File: src/design/tbmn_pkg.sv
`default_nettype none

package tbmn_pkg;

  localparam int unsigned TimeW       = 48;
  localparam int unsigned CfgW        = 24;
  localparam int unsigned MenuEntries = 8;
  localparam int unsigned AssistApp   = 0;

  localparam logic [3:0] SelLast  = 4'(MenuEntries - 1);
  localparam logic [3:0] AppAssist = 4'(AssistApp);

  typedef enum logic [1:0] {
    SCREEN_HOME = 2'd0,
    SCREEN_MENU = 2'd1,
    SCREEN_APP  = 2'd2
  } screen_e;

  typedef enum logic [3:0] {
    EV_NONE      = 4'd0,
    EV_HOME_MENU = 4'd1,
    EV_SEL_UP    = 4'd2,
    EV_SEL_DOWN  = 4'd3,
    EV_OPEN_SEL  = 4'd4,
    EV_FORWARD   = 4'd5,
    EV_APP_MENU  = 4'd6,
    EV_MENU_HOME = 4'd7,
    EV_ASSIST    = 4'd8
  } event_e;

  typedef enum logic [1:0] {
    CFG_BACK_HOLD       = 2'd0,
    CFG_HOME_HOLD       = 2'd1,
    CFG_REPEAT_DELAY    = 2'd2,
    CFG_REPEAT_INTERVAL = 2'd3
  } cfg_idx_e;

  typedef enum logic [1:0] {
    BUTTON_LEFT   = 2'd0,
    BUTTON_MIDDLE = 2'd1,
    BUTTON_RIGHT  = 2'd2
  } button_e;

  // Classified poll as it travels from the front to the back.
  typedef struct packed {
    logic left_click;
    logic right_click;
    logic mid_pressed;
    logic mid_prev;
    logic mid_gt_home;
    logic mid_gt_back;
  } cls_t;

endpackage

`default_nettype wire

File: src/design/three_button_menu_navigator_unit.sv
`default_nettype none

// Three-button menu navigator. Each input beat is one poll of the left, middle and right
// buttons (active low) with a 48-bit microsecond timestamp; each poll yields three result
// beats, left, middle, right, the last one flagged by last_of_poll_o. The front classifies
// a poll in the cycle it is accepted (press edges, hold and auto-repeat timing against the
// four configuration registers) and pushes it into a two-entry queue; the back walks the
// screen machine one button per cycle, while the queue holds a poll and the output register
// is free or being taken, into an output register. A poll is accepted in any cycle the
// queue has room, so a new poll can be taken before the last one's results are out; the
// single result port, one button per beat, sets the throughput. Configuration writes take
// effect at the next clock edge and should be made only while no poll is in flight.
module three_button_menu_navigator_unit (
  input  wire logic                        clk_i,
  input  wire logic                        rst_ni,
  input  wire logic                        in_valid_i,
  output logic                             in_ready_o,
  input  wire logic [tbmn_pkg::TimeW-1:0]  time_now_us_i,
  input  wire logic                        left_level_i,
  input  wire logic                        middle_level_i,
  input  wire logic                        right_level_i,
  input  wire logic                        cfg_we_i,
  input  wire logic [1:0]                  cfg_idx_i,
  input  wire logic [tbmn_pkg::CfgW-1:0]   cfg_data_i,
  output logic                             out_valid_o,
  input  wire logic                        out_ready_i,
  output logic [1:0]                       button_index_o,
  output logic [3:0]                       event_code_o,
  output logic [1:0]                       screen_after_o,
  output logic [3:0]                       menu_selection_o,
  output logic [3:0]                       active_app_o,
  output logic                             last_of_poll_o
);
  import tbmn_pkg::*;

  cls_t front_cls, head_cls;
  logic q_full, q_valid, q_pop, accept;

  assign in_ready_o = !q_full;
  assign accept     = in_valid_i && !q_full;

  tbmn_front u_front (
    .clk_i          (clk_i),
    .rst_ni         (rst_ni),
    .accept_i       (accept),
    .time_now_us_i  (time_now_us_i),
    .left_level_i   (left_level_i),
    .middle_level_i (middle_level_i),
    .right_level_i  (right_level_i),
    .cfg_we_i       (cfg_we_i),
    .cfg_idx_i      (cfg_idx_i),
    .cfg_data_i     (cfg_data_i),
    .cls_o          (front_cls)
  );

  tbmn_fifo u_fifo (
    .clk_i   (clk_i),
    .rst_ni  (rst_ni),
    .push_i  (accept),
    .wdata_i (front_cls),
    .full_o  (q_full),
    .pop_i   (q_pop),
    .valid_o (q_valid),
    .rdata_o (head_cls)
  );

  tbmn_back u_back (
    .clk_i            (clk_i),
    .rst_ni           (rst_ni),
    .cls_valid_i      (q_valid),
    .cls_i            (head_cls),
    .cls_pop_o        (q_pop),
    .out_valid_o      (out_valid_o),
    .out_ready_i      (out_ready_i),
    .button_index_o   (button_index_o),
    .event_code_o     (event_code_o),
    .screen_after_o   (screen_after_o),
    .menu_selection_o (menu_selection_o),
    .active_app_o     (active_app_o),
    .last_of_poll_o   (last_of_poll_o)
  );

endmodule

`default_nettype wire

File: src/design/tbmn_front.sv
`default_nettype none

module tbmn_front (
  input  wire logic                        clk_i,
  input  wire logic                        rst_ni,
  input  wire logic                        accept_i,
  input  wire logic [tbmn_pkg::TimeW-1:0]  time_now_us_i,
  input  wire logic                        left_level_i,
  input  wire logic                        middle_level_i,
  input  wire logic                        right_level_i,
  input  wire logic                        cfg_we_i,
  input  wire logic [1:0]                  cfg_idx_i,
  input  wire logic [tbmn_pkg::CfgW-1:0]   cfg_data_i,
  output tbmn_pkg::cls_t                   cls_o
);
  import tbmn_pkg::*;

  logic [CfgW-1:0]  back_hold_q, home_hold_q, rep_delay_q, rep_intv_q;
  logic [2:0]       prev_q;
  logic [TimeW-1:0] start_q [3];
  logic [TimeW-1:0] start_d [3];
  logic [TimeW-1:0] held    [3];
  // Last repeat time of the two side buttons: index 0 left, 1 right.
  logic [TimeW-1:0] last_q  [2];
  logic [TimeW-1:0] since_rep [2];
  logic [1:0]       rep;
  logic [2:0]       pressed;
  logic [2:0]       rise;

  assign pressed = ~{right_level_i, middle_level_i, left_level_i};
  assign rise    = pressed & ~prev_q;

  // A fresh press restarts the hold timer at this poll, so its hold time is zero.
  always_comb begin
    for (int b = 0; b < 3; b++) begin
      start_d[b] = rise[b] ? time_now_us_i : start_q[b];
      held[b]    = time_now_us_i - start_d[b];
    end
  end

  always_comb begin
    for (int s = 0; s < 2; s++) begin
      since_rep[s] = time_now_us_i - last_q[s];
      rep[s] = pressed[2*s] && (held[2*s] > {{(TimeW-CfgW){1'b0}}, rep_delay_q})
               && (since_rep[s] > {{(TimeW-CfgW){1'b0}}, rep_intv_q});
    end
  end

  always_comb begin
    cls_o.left_click  = rise[0] | rep[0];
    cls_o.right_click = rise[2] | rep[1];
    cls_o.mid_pressed = pressed[1];
    cls_o.mid_prev    = prev_q[1];
    cls_o.mid_gt_home = held[1] > {{(TimeW-CfgW){1'b0}}, home_hold_q};
    cls_o.mid_gt_back = held[1] > {{(TimeW-CfgW){1'b0}}, back_hold_q};
  end

  always_ff @(posedge clk_i or negedge rst_ni) begin
    if (!rst_ni) begin
      back_hold_q <= CfgW'(600000);
      home_hold_q <= CfgW'(5000000);
      rep_delay_q <= CfgW'(400000);
      rep_intv_q  <= CfgW'(150000);
    end else if (cfg_we_i) begin
      case (cfg_idx_e'(cfg_idx_i))
        CFG_BACK_HOLD:       back_hold_q <= cfg_data_i;
        CFG_HOME_HOLD:       home_hold_q <= cfg_data_i;
        CFG_REPEAT_DELAY:    rep_delay_q <= cfg_data_i;
        CFG_REPEAT_INTERVAL: rep_intv_q  <= cfg_data_i;
        default: ;
      endcase
    end
  end

  always_ff @(posedge clk_i or negedge rst_ni) begin
    if (!rst_ni) begin
      prev_q <= '0;
      for (int b = 0; b < 3; b++) start_q[b] <= '0;
      for (int s = 0; s < 2; s++) last_q[s] <= '0;
    end else if (accept_i) begin
      prev_q <= pressed;
      for (int b = 0; b < 3; b++) start_q[b] <= start_d[b];
      for (int s = 0; s < 2; s++) begin
        if (rep[s]) last_q[s] <= time_now_us_i;
      end
    end
  end

endmodule

`default_nettype wire

File: src/design/tbmn_fifo.sv
`default_nettype none

module tbmn_fifo (
  input  wire logic           clk_i,
  input  wire logic           rst_ni,
  input  wire logic           push_i,
  input  wire tbmn_pkg::cls_t wdata_i,
  output logic                full_o,
  input  wire logic           pop_i,
  output logic                valid_o,
  output tbmn_pkg::cls_t      rdata_o
);
  import tbmn_pkg::*;

  cls_t       mem_q [2];
  logic       wr_ptr_q, rd_ptr_q;
  logic [1:0] count_q;

  assign full_o  = count_q == 2'd2;
  assign valid_o = count_q != 2'd0;
  assign rdata_o = mem_q[rd_ptr_q];

  always_ff @(posedge clk_i) begin
    if (push_i) mem_q[wr_ptr_q] <= wdata_i;
  end

  always_ff @(posedge clk_i or negedge rst_ni) begin
    if (!rst_ni) begin
      wr_ptr_q <= 1'b0;
      rd_ptr_q <= 1'b0;
      count_q  <= 2'd0;
    end else begin
      if (push_i) wr_ptr_q <= ~wr_ptr_q;
      if (pop_i)  rd_ptr_q <= ~rd_ptr_q;
      case ({push_i, pop_i})
        2'b10:   count_q <= count_q + 2'd1;
        2'b01:   count_q <= count_q - 2'd1;
        default: count_q <= count_q;
      endcase
    end
  end

endmodule

`default_nettype wire

File: src/design/tbmn_back.sv
`default_nettype none

module tbmn_back (
  input  wire logic           clk_i,
  input  wire logic           rst_ni,
  input  wire logic           cls_valid_i,
  input  wire tbmn_pkg::cls_t cls_i,
  output logic                cls_pop_o,
  output logic                out_valid_o,
  input  wire logic           out_ready_i,
  output logic [1:0]          button_index_o,
  output logic [3:0]          event_code_o,
  output logic [1:0]          screen_after_o,
  output logic [3:0]          menu_selection_o,
  output logic [3:0]          active_app_o,
  output logic                last_of_poll_o
);
  import tbmn_pkg::*;

  button_e    btn_q, btn_d;
  screen_e    screen_q, screen_d;
  logic [3:0] sel_q, sel_d;
  logic [3:0] app_q, app_d;
  logic       mlf_q, mlf_d, mlf_eff;
  logic       click;
  event_e     ev;
  logic       fire;
  logic       out_valid_q;
  logic [1:0] out_btn_q, out_scr_q;
  logic [3:0] out_ev_q, out_sel_q, out_app_q;

  assign fire      = cls_valid_i && (!out_valid_q || out_ready_i);
  assign cls_pop_o = fire && (btn_q == BUTTON_RIGHT);

  always_comb begin
    case (btn_q)
      BUTTON_LEFT:   btn_d = BUTTON_MIDDLE;
      BUTTON_MIDDLE: btn_d = BUTTON_RIGHT;
      default:       btn_d = BUTTON_LEFT;
    endcase
  end

  // A new middle press clears the long-hold flag before the hold is judged.
  assign mlf_eff = (cls_i.mid_pressed && !cls_i.mid_prev) ? 1'b0 : mlf_q;

  always_comb begin
    screen_d = screen_q;
    sel_d    = sel_q;
    app_d    = app_q;
    mlf_d    = mlf_q;
    ev       = EV_NONE;
    click    = 1'b0;
    case (btn_q)
      BUTTON_LEFT:  click = cls_i.left_click;
      BUTTON_RIGHT: click = cls_i.right_click;
      BUTTON_MIDDLE: begin
        mlf_d = mlf_eff;
        if (cls_i.mid_pressed && !mlf_eff && screen_q == SCREEN_HOME &&
            cls_i.mid_gt_home) begin
          mlf_d    = 1'b1;
          screen_d = SCREEN_APP;
          app_d    = AppAssist;
          ev       = EV_ASSIST;
        end else if (cls_i.mid_pressed && !mlf_eff && screen_q != SCREEN_HOME &&
                     cls_i.mid_gt_back) begin
          mlf_d = 1'b1;
          if (screen_q == SCREEN_APP) begin
            screen_d = SCREEN_MENU;
            ev       = EV_APP_MENU;
          end else if (screen_q == SCREEN_MENU) begin
            screen_d = SCREEN_HOME;
            ev       = EV_MENU_HOME;
          end
        end else begin
          click = !cls_i.mid_pressed && cls_i.mid_prev && !mlf_eff;
        end
      end
      default: ;
    endcase

    if (click) begin
      case (screen_q)
        SCREEN_HOME: begin
          screen_d = SCREEN_MENU;
          ev       = EV_HOME_MENU;
        end
        SCREEN_MENU: begin
          case (btn_q)
            BUTTON_LEFT: begin
              sel_d = (sel_q == 4'd0) ? SelLast : sel_q - 4'd1;
              ev    = EV_SEL_UP;
            end
            BUTTON_RIGHT: begin
              sel_d = (sel_q == SelLast) ? 4'd0 : sel_q + 4'd1;
              ev    = EV_SEL_DOWN;
            end
            default: begin
              app_d    = sel_q;
              screen_d = SCREEN_APP;
              ev       = EV_OPEN_SEL;
            end
          endcase
        end
        default: ev = EV_FORWARD;
      endcase
    end
  end

  always_ff @(posedge clk_i or negedge rst_ni) begin
    if (!rst_ni) begin
      btn_q       <= BUTTON_LEFT;
      screen_q    <= SCREEN_HOME;
      sel_q       <= 4'd0;
      app_q       <= 4'd0;
      mlf_q       <= 1'b0;
      out_valid_q <= 1'b0;
    end else begin
      if (fire) begin
        btn_q       <= btn_d;
        screen_q    <= screen_d;
        sel_q       <= sel_d;
        app_q       <= app_d;
        mlf_q       <= mlf_d;
        out_valid_q <= 1'b1;
      end else if (out_ready_i) begin
        out_valid_q <= 1'b0;
      end
    end
  end

  always_ff @(posedge clk_i) begin
    if (fire) begin
      out_btn_q <= btn_q;
      out_ev_q  <= ev;
      out_scr_q <= screen_d;
      out_sel_q <= sel_d;
      out_app_q <= app_d;
    end
  end

  assign out_valid_o      = out_valid_q;
  assign button_index_o   = out_btn_q;
  assign event_code_o     = out_ev_q;
  assign screen_after_o   = out_scr_q;
  assign menu_selection_o = out_sel_q;
  assign active_app_o     = out_app_q;
  assign last_of_poll_o   = out_btn_q == BUTTON_RIGHT;

endmodule

`default_nettype wire

File: config.mk
export PLATFORM = sky130hd
export DESIGN_NAME = three_button_menu_navigator_unit
export DESIGN_NICKNAME = d
export VERILOG_FILES = /design/src/design/tbmn_pkg.sv /design/src/design/three_button_menu_navigator_unit.sv /design/src/design/tbmn_front.sv /design/src/design/tbmn_fifo.sv /design/src/design/tbmn_back.sv
export SDC_FILE = /design/constraint.sdc
export NUM_CORES = 1
export LEC_CHECK = 0
export BUFFER_PORTS_ARGS = -buffer_cell sky130_fd_sc_hd__buf_2
export CORE_MARGIN = 3
export CORE_UTILIZATION = 55
export DETAILED_ROUTE_END_ITERATION = 10
export PLACE_DENSITY = 0.72
export SLEW_MARGIN = 20
export SYNTH_ARGS = -nofsm -noshare
export SYNTH_HDL_FRONTEND = slang
export SYNTH_SLANG_ARGS = --single-unit
File: constraint.sdc
create_clock -name clk_i -period 19.4 [get_ports clk_i]
set_input_delay 0.97 -clock clk_i [delete_from_list [all_inputs] [get_ports clk_i]]
set_output_delay 0.97 -clock clk_i [all_outputs]
set_load 0.01 [all_outputs]
==> impl_metrics.ini, run 1 <==
[status]
status = finished, final reports clean

[finish]
nets = 4583
final_area_um2 = 38100
final_common_cell = nand2_1
syn_to_final_growth_pct = 8.01
fillers = 5708
drive_above_1_share = 0.130
final_cell_mix = 407 x nand2_1, 381 x a21oi_1, 378 x ha_1
layoutNonFillerInstCount = 5006
final_util = 0.602

[clock_network]
ctsHoldBuffers = 0
cts_buffers = 49
cts-root-buf = clkbuf_16
clock_path_buffers = 3
cts_tree = yes
clkTransAtPathRegs_ps = 60
h-tree-depth = 2
clock_latency_ps = 630
cts_setup_buffers = 0
cts_sinks = 385
cts_resized = 0

[drt]
ant_nets = 0
drc = 0
avgRoutedWirePerCell_um = 21.2
drt-vias-per-instance = 6.33
firstDrtPassIters = 5
drt-total-wl_mm = 106
drt_iter0_drc = 2228
vias = 31700

[synthesis]
synthesis.area_um2 = 35300
yosysSeqAreaShare = 0.278
ys_ff_latch = 385
async_flop_share = 0.927
ys.warnings.count = 0
synth_area_per_cell_um2 = 8.55
yosysUniqueCellTypes = 90
synth_edf_count = 28
synth_fp_nets = 4592
syn_inst = 4129
ys.flop_type = dfrtp_1

[worst_setup_path]
critPathMaxFanout = 52
worstSetupStartpointType = input port
worstPathRequired_ps = 19880
end_kind = flop
cp.arrival_ps = 7920
crit_type = in -> reg

[power_and_ir_drop]
ir_drop_mv = 0.112
power.leakage_nw = 17.0
p_per_area_nw_per_um2 = 177

[min_path]
min_path_type = in -> async

[floorplan]
initial_core_util = 0.558
io_pins = 101
die_h_um = 259
dieArea_um2 = 67300
die_w_um = 259
core_um2 = 63300
rows = 92

[grt]
grt_max_degree = 165
grt.overflow.total = 0
grt_pass1_vias = 30300
grt_pass1_wl_mm = 166
antenna_found_initial = 2
track_usage = 0.309

[timing]
tns_ps = 0
hold_viol_final = 0
fin_crit_sh = 0.383
maxSlewViolCount = 0
fmax_ghz = 0.134
tightest_slew_ps = 977
hold_ws_ps = 383
relSlewSlack = 0.332
setup_viol = 0
period_needed_ps = 7440
clock-skew-final_ps = 36.2
rsz0062_at_grt = no

[run]
drv_cap = 0

[place]
gp_congestion = 0.975
dpl_cell_area_um2 = 36400
dp_cells = 4915
port_buffers = 100
hpwlAfterDp_mm = 83.5
[through the flow]
stage	worst slack [ps]	power, mW
floorplan	12690	4.59
global placement	11530	5.63
detailed placement	11400	5.68
CTS	12020	6.70
global route	11440	7.32
finish	11960	6.75
[cells in the mapped netlist (all sizes together), types with 26 or more instances]
library cell / number / share of area
nor4: 26 / 0.0046
clkbuf: 155 / 0.016
nor2b: 30 / 0.0053
nand3: 66 / 0.0094
xnor2: 106 / 0.026
o21ai: 313 / 0.044
a21oi: 381 / 0.054
a31oi: 37 / 0.0066
a21o: 85 / 0.018
edfxtp: 28 / 0.024
mux2i: 153 / 0.043
mux2: 273 / 0.089
nand4: 120 / 0.021
nor2: 236 / 0.025
nand2b: 42 / 0.0074
dfrtp: 327 / 0.23
dfstp: 30 / 0.022
ha: 378 / 0.13
nand2: 409 / 0.043
xor2: 76 / 0.019
nor3: 72 / 0.011
o21a: 54 / 0.011
o211ai: 37 / 0.0079
a211oi: 36 / 0.0077
o21bai: 34 / 0.0072
inv: 271 / 0.029
[layer usage]
metal | routed length (µm) | GRT usage
met1 | 46900 | 0.415
met2 | 48500 | 0.509
met3 | 6000 | 0.0319
met4 | 4630 | 0.127
met5 | 0 | 0
[cells by family after synthesis]
family                   synth area share
AO/OA/AOI/OAI                       0.204
AND/OR/NAND/NOR                     0.154
buffers and inverters              0.0493
multiplexers                        0.132
adder cells (fa/ha/maj)             0.138
flip-flops                          0.278
XOR/XNOR                           0.0451
[power by group]
part	switching [mW]	total [mW]	internal, mW
Combinational	2.64	4.43	1.79
Clock	0.390	0.986	0.596
Sequential	0.184	1.33	1.15
[area by class of cell]
cell class / count / area [µm²] / share of cell area
diodes: 1 / 2.50 / 0.0000656
clock buffers: 66 / 1410 / 0.0370
clock inverters: 24 / 369 / 0.00968
inverters: 272 / 1020 / 0.0268
multi-input cells: 3292 / 23800 / 0.624
flip-flops and latches: 385 / 9810 / 0.257
well taps: 846 / 1060 / 0.0278
repair buffers: 120 / 673 / 0.0177
[flip-flops by register name (all words and copies together) (netlist names), 12 cells and up]
register	flops
u_front.rep_delay_q	24
u_front.start_q	144
u_fifo.mem_q	12
u_front.back_hold_q	24
u_front.rep_intv_q	24
u_front.home_hold_q	24
u_front.last_q	96
[critical path, cell delays in order]
cell	delay, ps
buf_2	120
or2_2	110
buf_4	600
o21ai_0	180
ha_1	270
o22ai_1	200
a21oi_1	130
o21ai_0	490
a21oi_1	320
o21a_1	310
o21ai_0	480
nand3_1	130
nand2_1	100
xor2_1	150
ha_1	260
a21oi_1	150
nor2_1	60
a211oi_1	170
o21a_1	140
a21oi_1	80
nor4_1	310
o2111a_1	220
nand4_1	90
nor4_1	180
nand4_1	150
o211ai_1	460
buf_4	620
mux2_2	410
[worst paths after layout]
check,startpoint,endpoint,slack [ps],cells after the start
max in group asynchronous,rst_ni,u_front.start_q[82],17640,2
hold reg to reg,u_front.start_q[82],u_front.start_q[82],480,2
setup reg to reg,u_front.prev_q[0],u_front.last_q[61],12020,28
min in group clk_i,u_front.start_q[82],u_front.start_q[82],480,2
setup / recovery,left_level_i,u_front.last_q[61],11960,28
hold / removal,rst_ni,u_back.sel_q[2],380,1
No activity file was read; power rests on OpenSTA's default activity.
==> run 2: changes to the inputs <==
PLACE_DENSITY = 0.75   (was 0.72)
clock period = 6.4 ns   (was 19.4 ns; I/O delays follow)
==> impl_metrics.ini, run 2 (same netlist as run 1, synthesis figures left out) <==
[place]
hpwlAfterDp_mm = 88.4
dpl_cell_area_um2 = 37200
port_buffers = 100
gp_congestion = 1.02
dp_slack_ps = 55.7

[timing]
fmax_ghz = 0.163
tns_ps = 0
hold_ws_ps = 37.3
relSlewSlack = 0.353
hold_viol_final = 0
clock-skew-final_ps = 21.9
maxSlewViolCount = 0
worst_slack_ps = 259
setup_viol = 0
period_needed_ps = 6140
fin_crit_sh = 0.959
tightest_slew_ps = 970

[drt]
vias = 32500
drt-total-wl_mm = 112
drt_iter0_drc = 2437
avgRoutedWirePerCell_um = 21.8
drt-vias-per-instance = 6.34
firstDrtPassIters = 6
ant_nets = 0
drc = 0

[floorplan]
die_h_um = 259
core_um2 = 63300
dieArea_um2 = 67300
initial_core_util = 0.558
die_w_um = 259
rows = 92
io_pins = 101

[finish]
nets = 4716
fillers = 5586
drive_above_1_share = 0.156
final_cell_mix = 407 x nand2_1, 378 x ha_1, 376 x a21oi_1
final_util = 0.618
syn_to_final_growth_pct = 10.8
final_common_cell = nand2_1
reg_top3 = u_front.start_q: 144 flops, u_front.last_q: 96 flops
n_antenna_cell = 0
seq_area_um2 = 9810
largest_register = u_front.start_q
final_area_um2 = 39100
multiInputGateArea_um2 = 23900
largest_reg_flops = 144

[power_and_ir_drop]
clockPowerShare = 0.133
internal_power_mw = 10.8
power_frac_seq = 0.195
netSwitchingPower_mw = 9.94
power.leakage_nw = 17.5
ir_drop_mv = 0.356
p_per_area_nw_per_um2 = 530
comb_power_share = 0.672
p_sw_frac = 0.479

[status]
status = finished, final reports clean

[worst_setup_path]
cp.arrival_ps = 6630
path_buf_inv = 7
max_stage_delay_ps = 550
worstPathRequired_ps = 6890
end_kind = flop
crit_type = in -> reg
worstSetupStartpointType = input port
cp_slowest_cell = or4_4
critPathMaxFanout = 12
cpLargestDelayFamily = simple AND/OR/NAND/NOR gates

[min_path]
min_path_type = in -> reg

[clock_network]
cts_tree = yes
cts_buffers = 47
clock_path_buffers = 3
cts_sinks = 385
cts-root-buf = clkbuf_16
clkTransAtPathRegs_ps = 60
h-tree-depth = 2
clock_latency_ps = 620

[grt]
top_usage_layer = met2
grt_pass1_vias = 31500
met3_usage = 0.0364
grt.overflow.total = 0
grt_max_degree = 167
grt_use_met1 = 0.436
antenna_found_initial = 2
track_usage = 0.324
grtUsageMet2 = 0.533
grt_pass1_wl_mm = 173

[run]
drv_cap = 0
run 2: through the flow:
stage	total power, mW	instances
global route	22.4	5137
floorplan	13.9	4129
finish	20.7	5137
detailed placement	17.6	5028
global placement	17.4	5028
CTS	20.5	5132
run 2: timing repair:
action                                  4_1_cts  5_1_grt
resized for setup                             0       27
buffers inserted                              0        3
hold buffers                                 17        0
endpoints found under the setup margin        0       98
endpoints found under the hold margin       120        0
run 2: layer usage:
| layer | up-vias | wire [µm] |
|---|---|---|
| li1 | 15400 | - |
| met1 | 15700 | 48600 |
| met2 | 1165 | 50900 |
| met3 | 268 | 7470 |
| met4 | 0 | 5090 |
| met5 | - | 0 |
run 2: layout make-up:
cell class,instances,area share
Sequential cell,385,0.251
Clock buffer,60,0.0328
Timing Repair Buffer,255,0.0455
Clock inverter,27,0.00735
Tap cell,846,0.0270
Inverter,272,0.0261
Multi-Input combinational cell,3292,0.610
run 2: path summary, 6_finish.rpt:
path | start | endpoint | slack [ps] | depth (start not counted)
worst max-delay path | time_now_us_i[0] | u_front.last_q[78] | 260 | 28
worst min register to register | u_front.start_q[76] | u_front.start_q[76] | 480 | 2
min in group asynchronous | rst_ni | u_back.sel_q[2] | 350 | 2
max in group asynchronous | rst_ni | u_front.start_q[75] | 4670 | 3
worst max register to register | u_front.last_q[54] | u_front.last_q[78] | 270 | 27
worst min-delay path | cfg_data_i[0] | u_front.rep_intv_q[0] | 40 | 2
run 2: power groups by stage:
stage / logic, mW / registers, mW / clock network, mW
2_1_floorplan: 10.0 / 3.88 / 0
4_1_cts: 13.6 / 4.04 / 2.81
6_report: 13.9 / 4.05 / 2.75
3_3_place_gp: 13.4 / 4.02 / 0
3_5_place_dp: 13.5 / 4.07 / 0
5_1_grt: 15.4 / 4.16 / 2.89
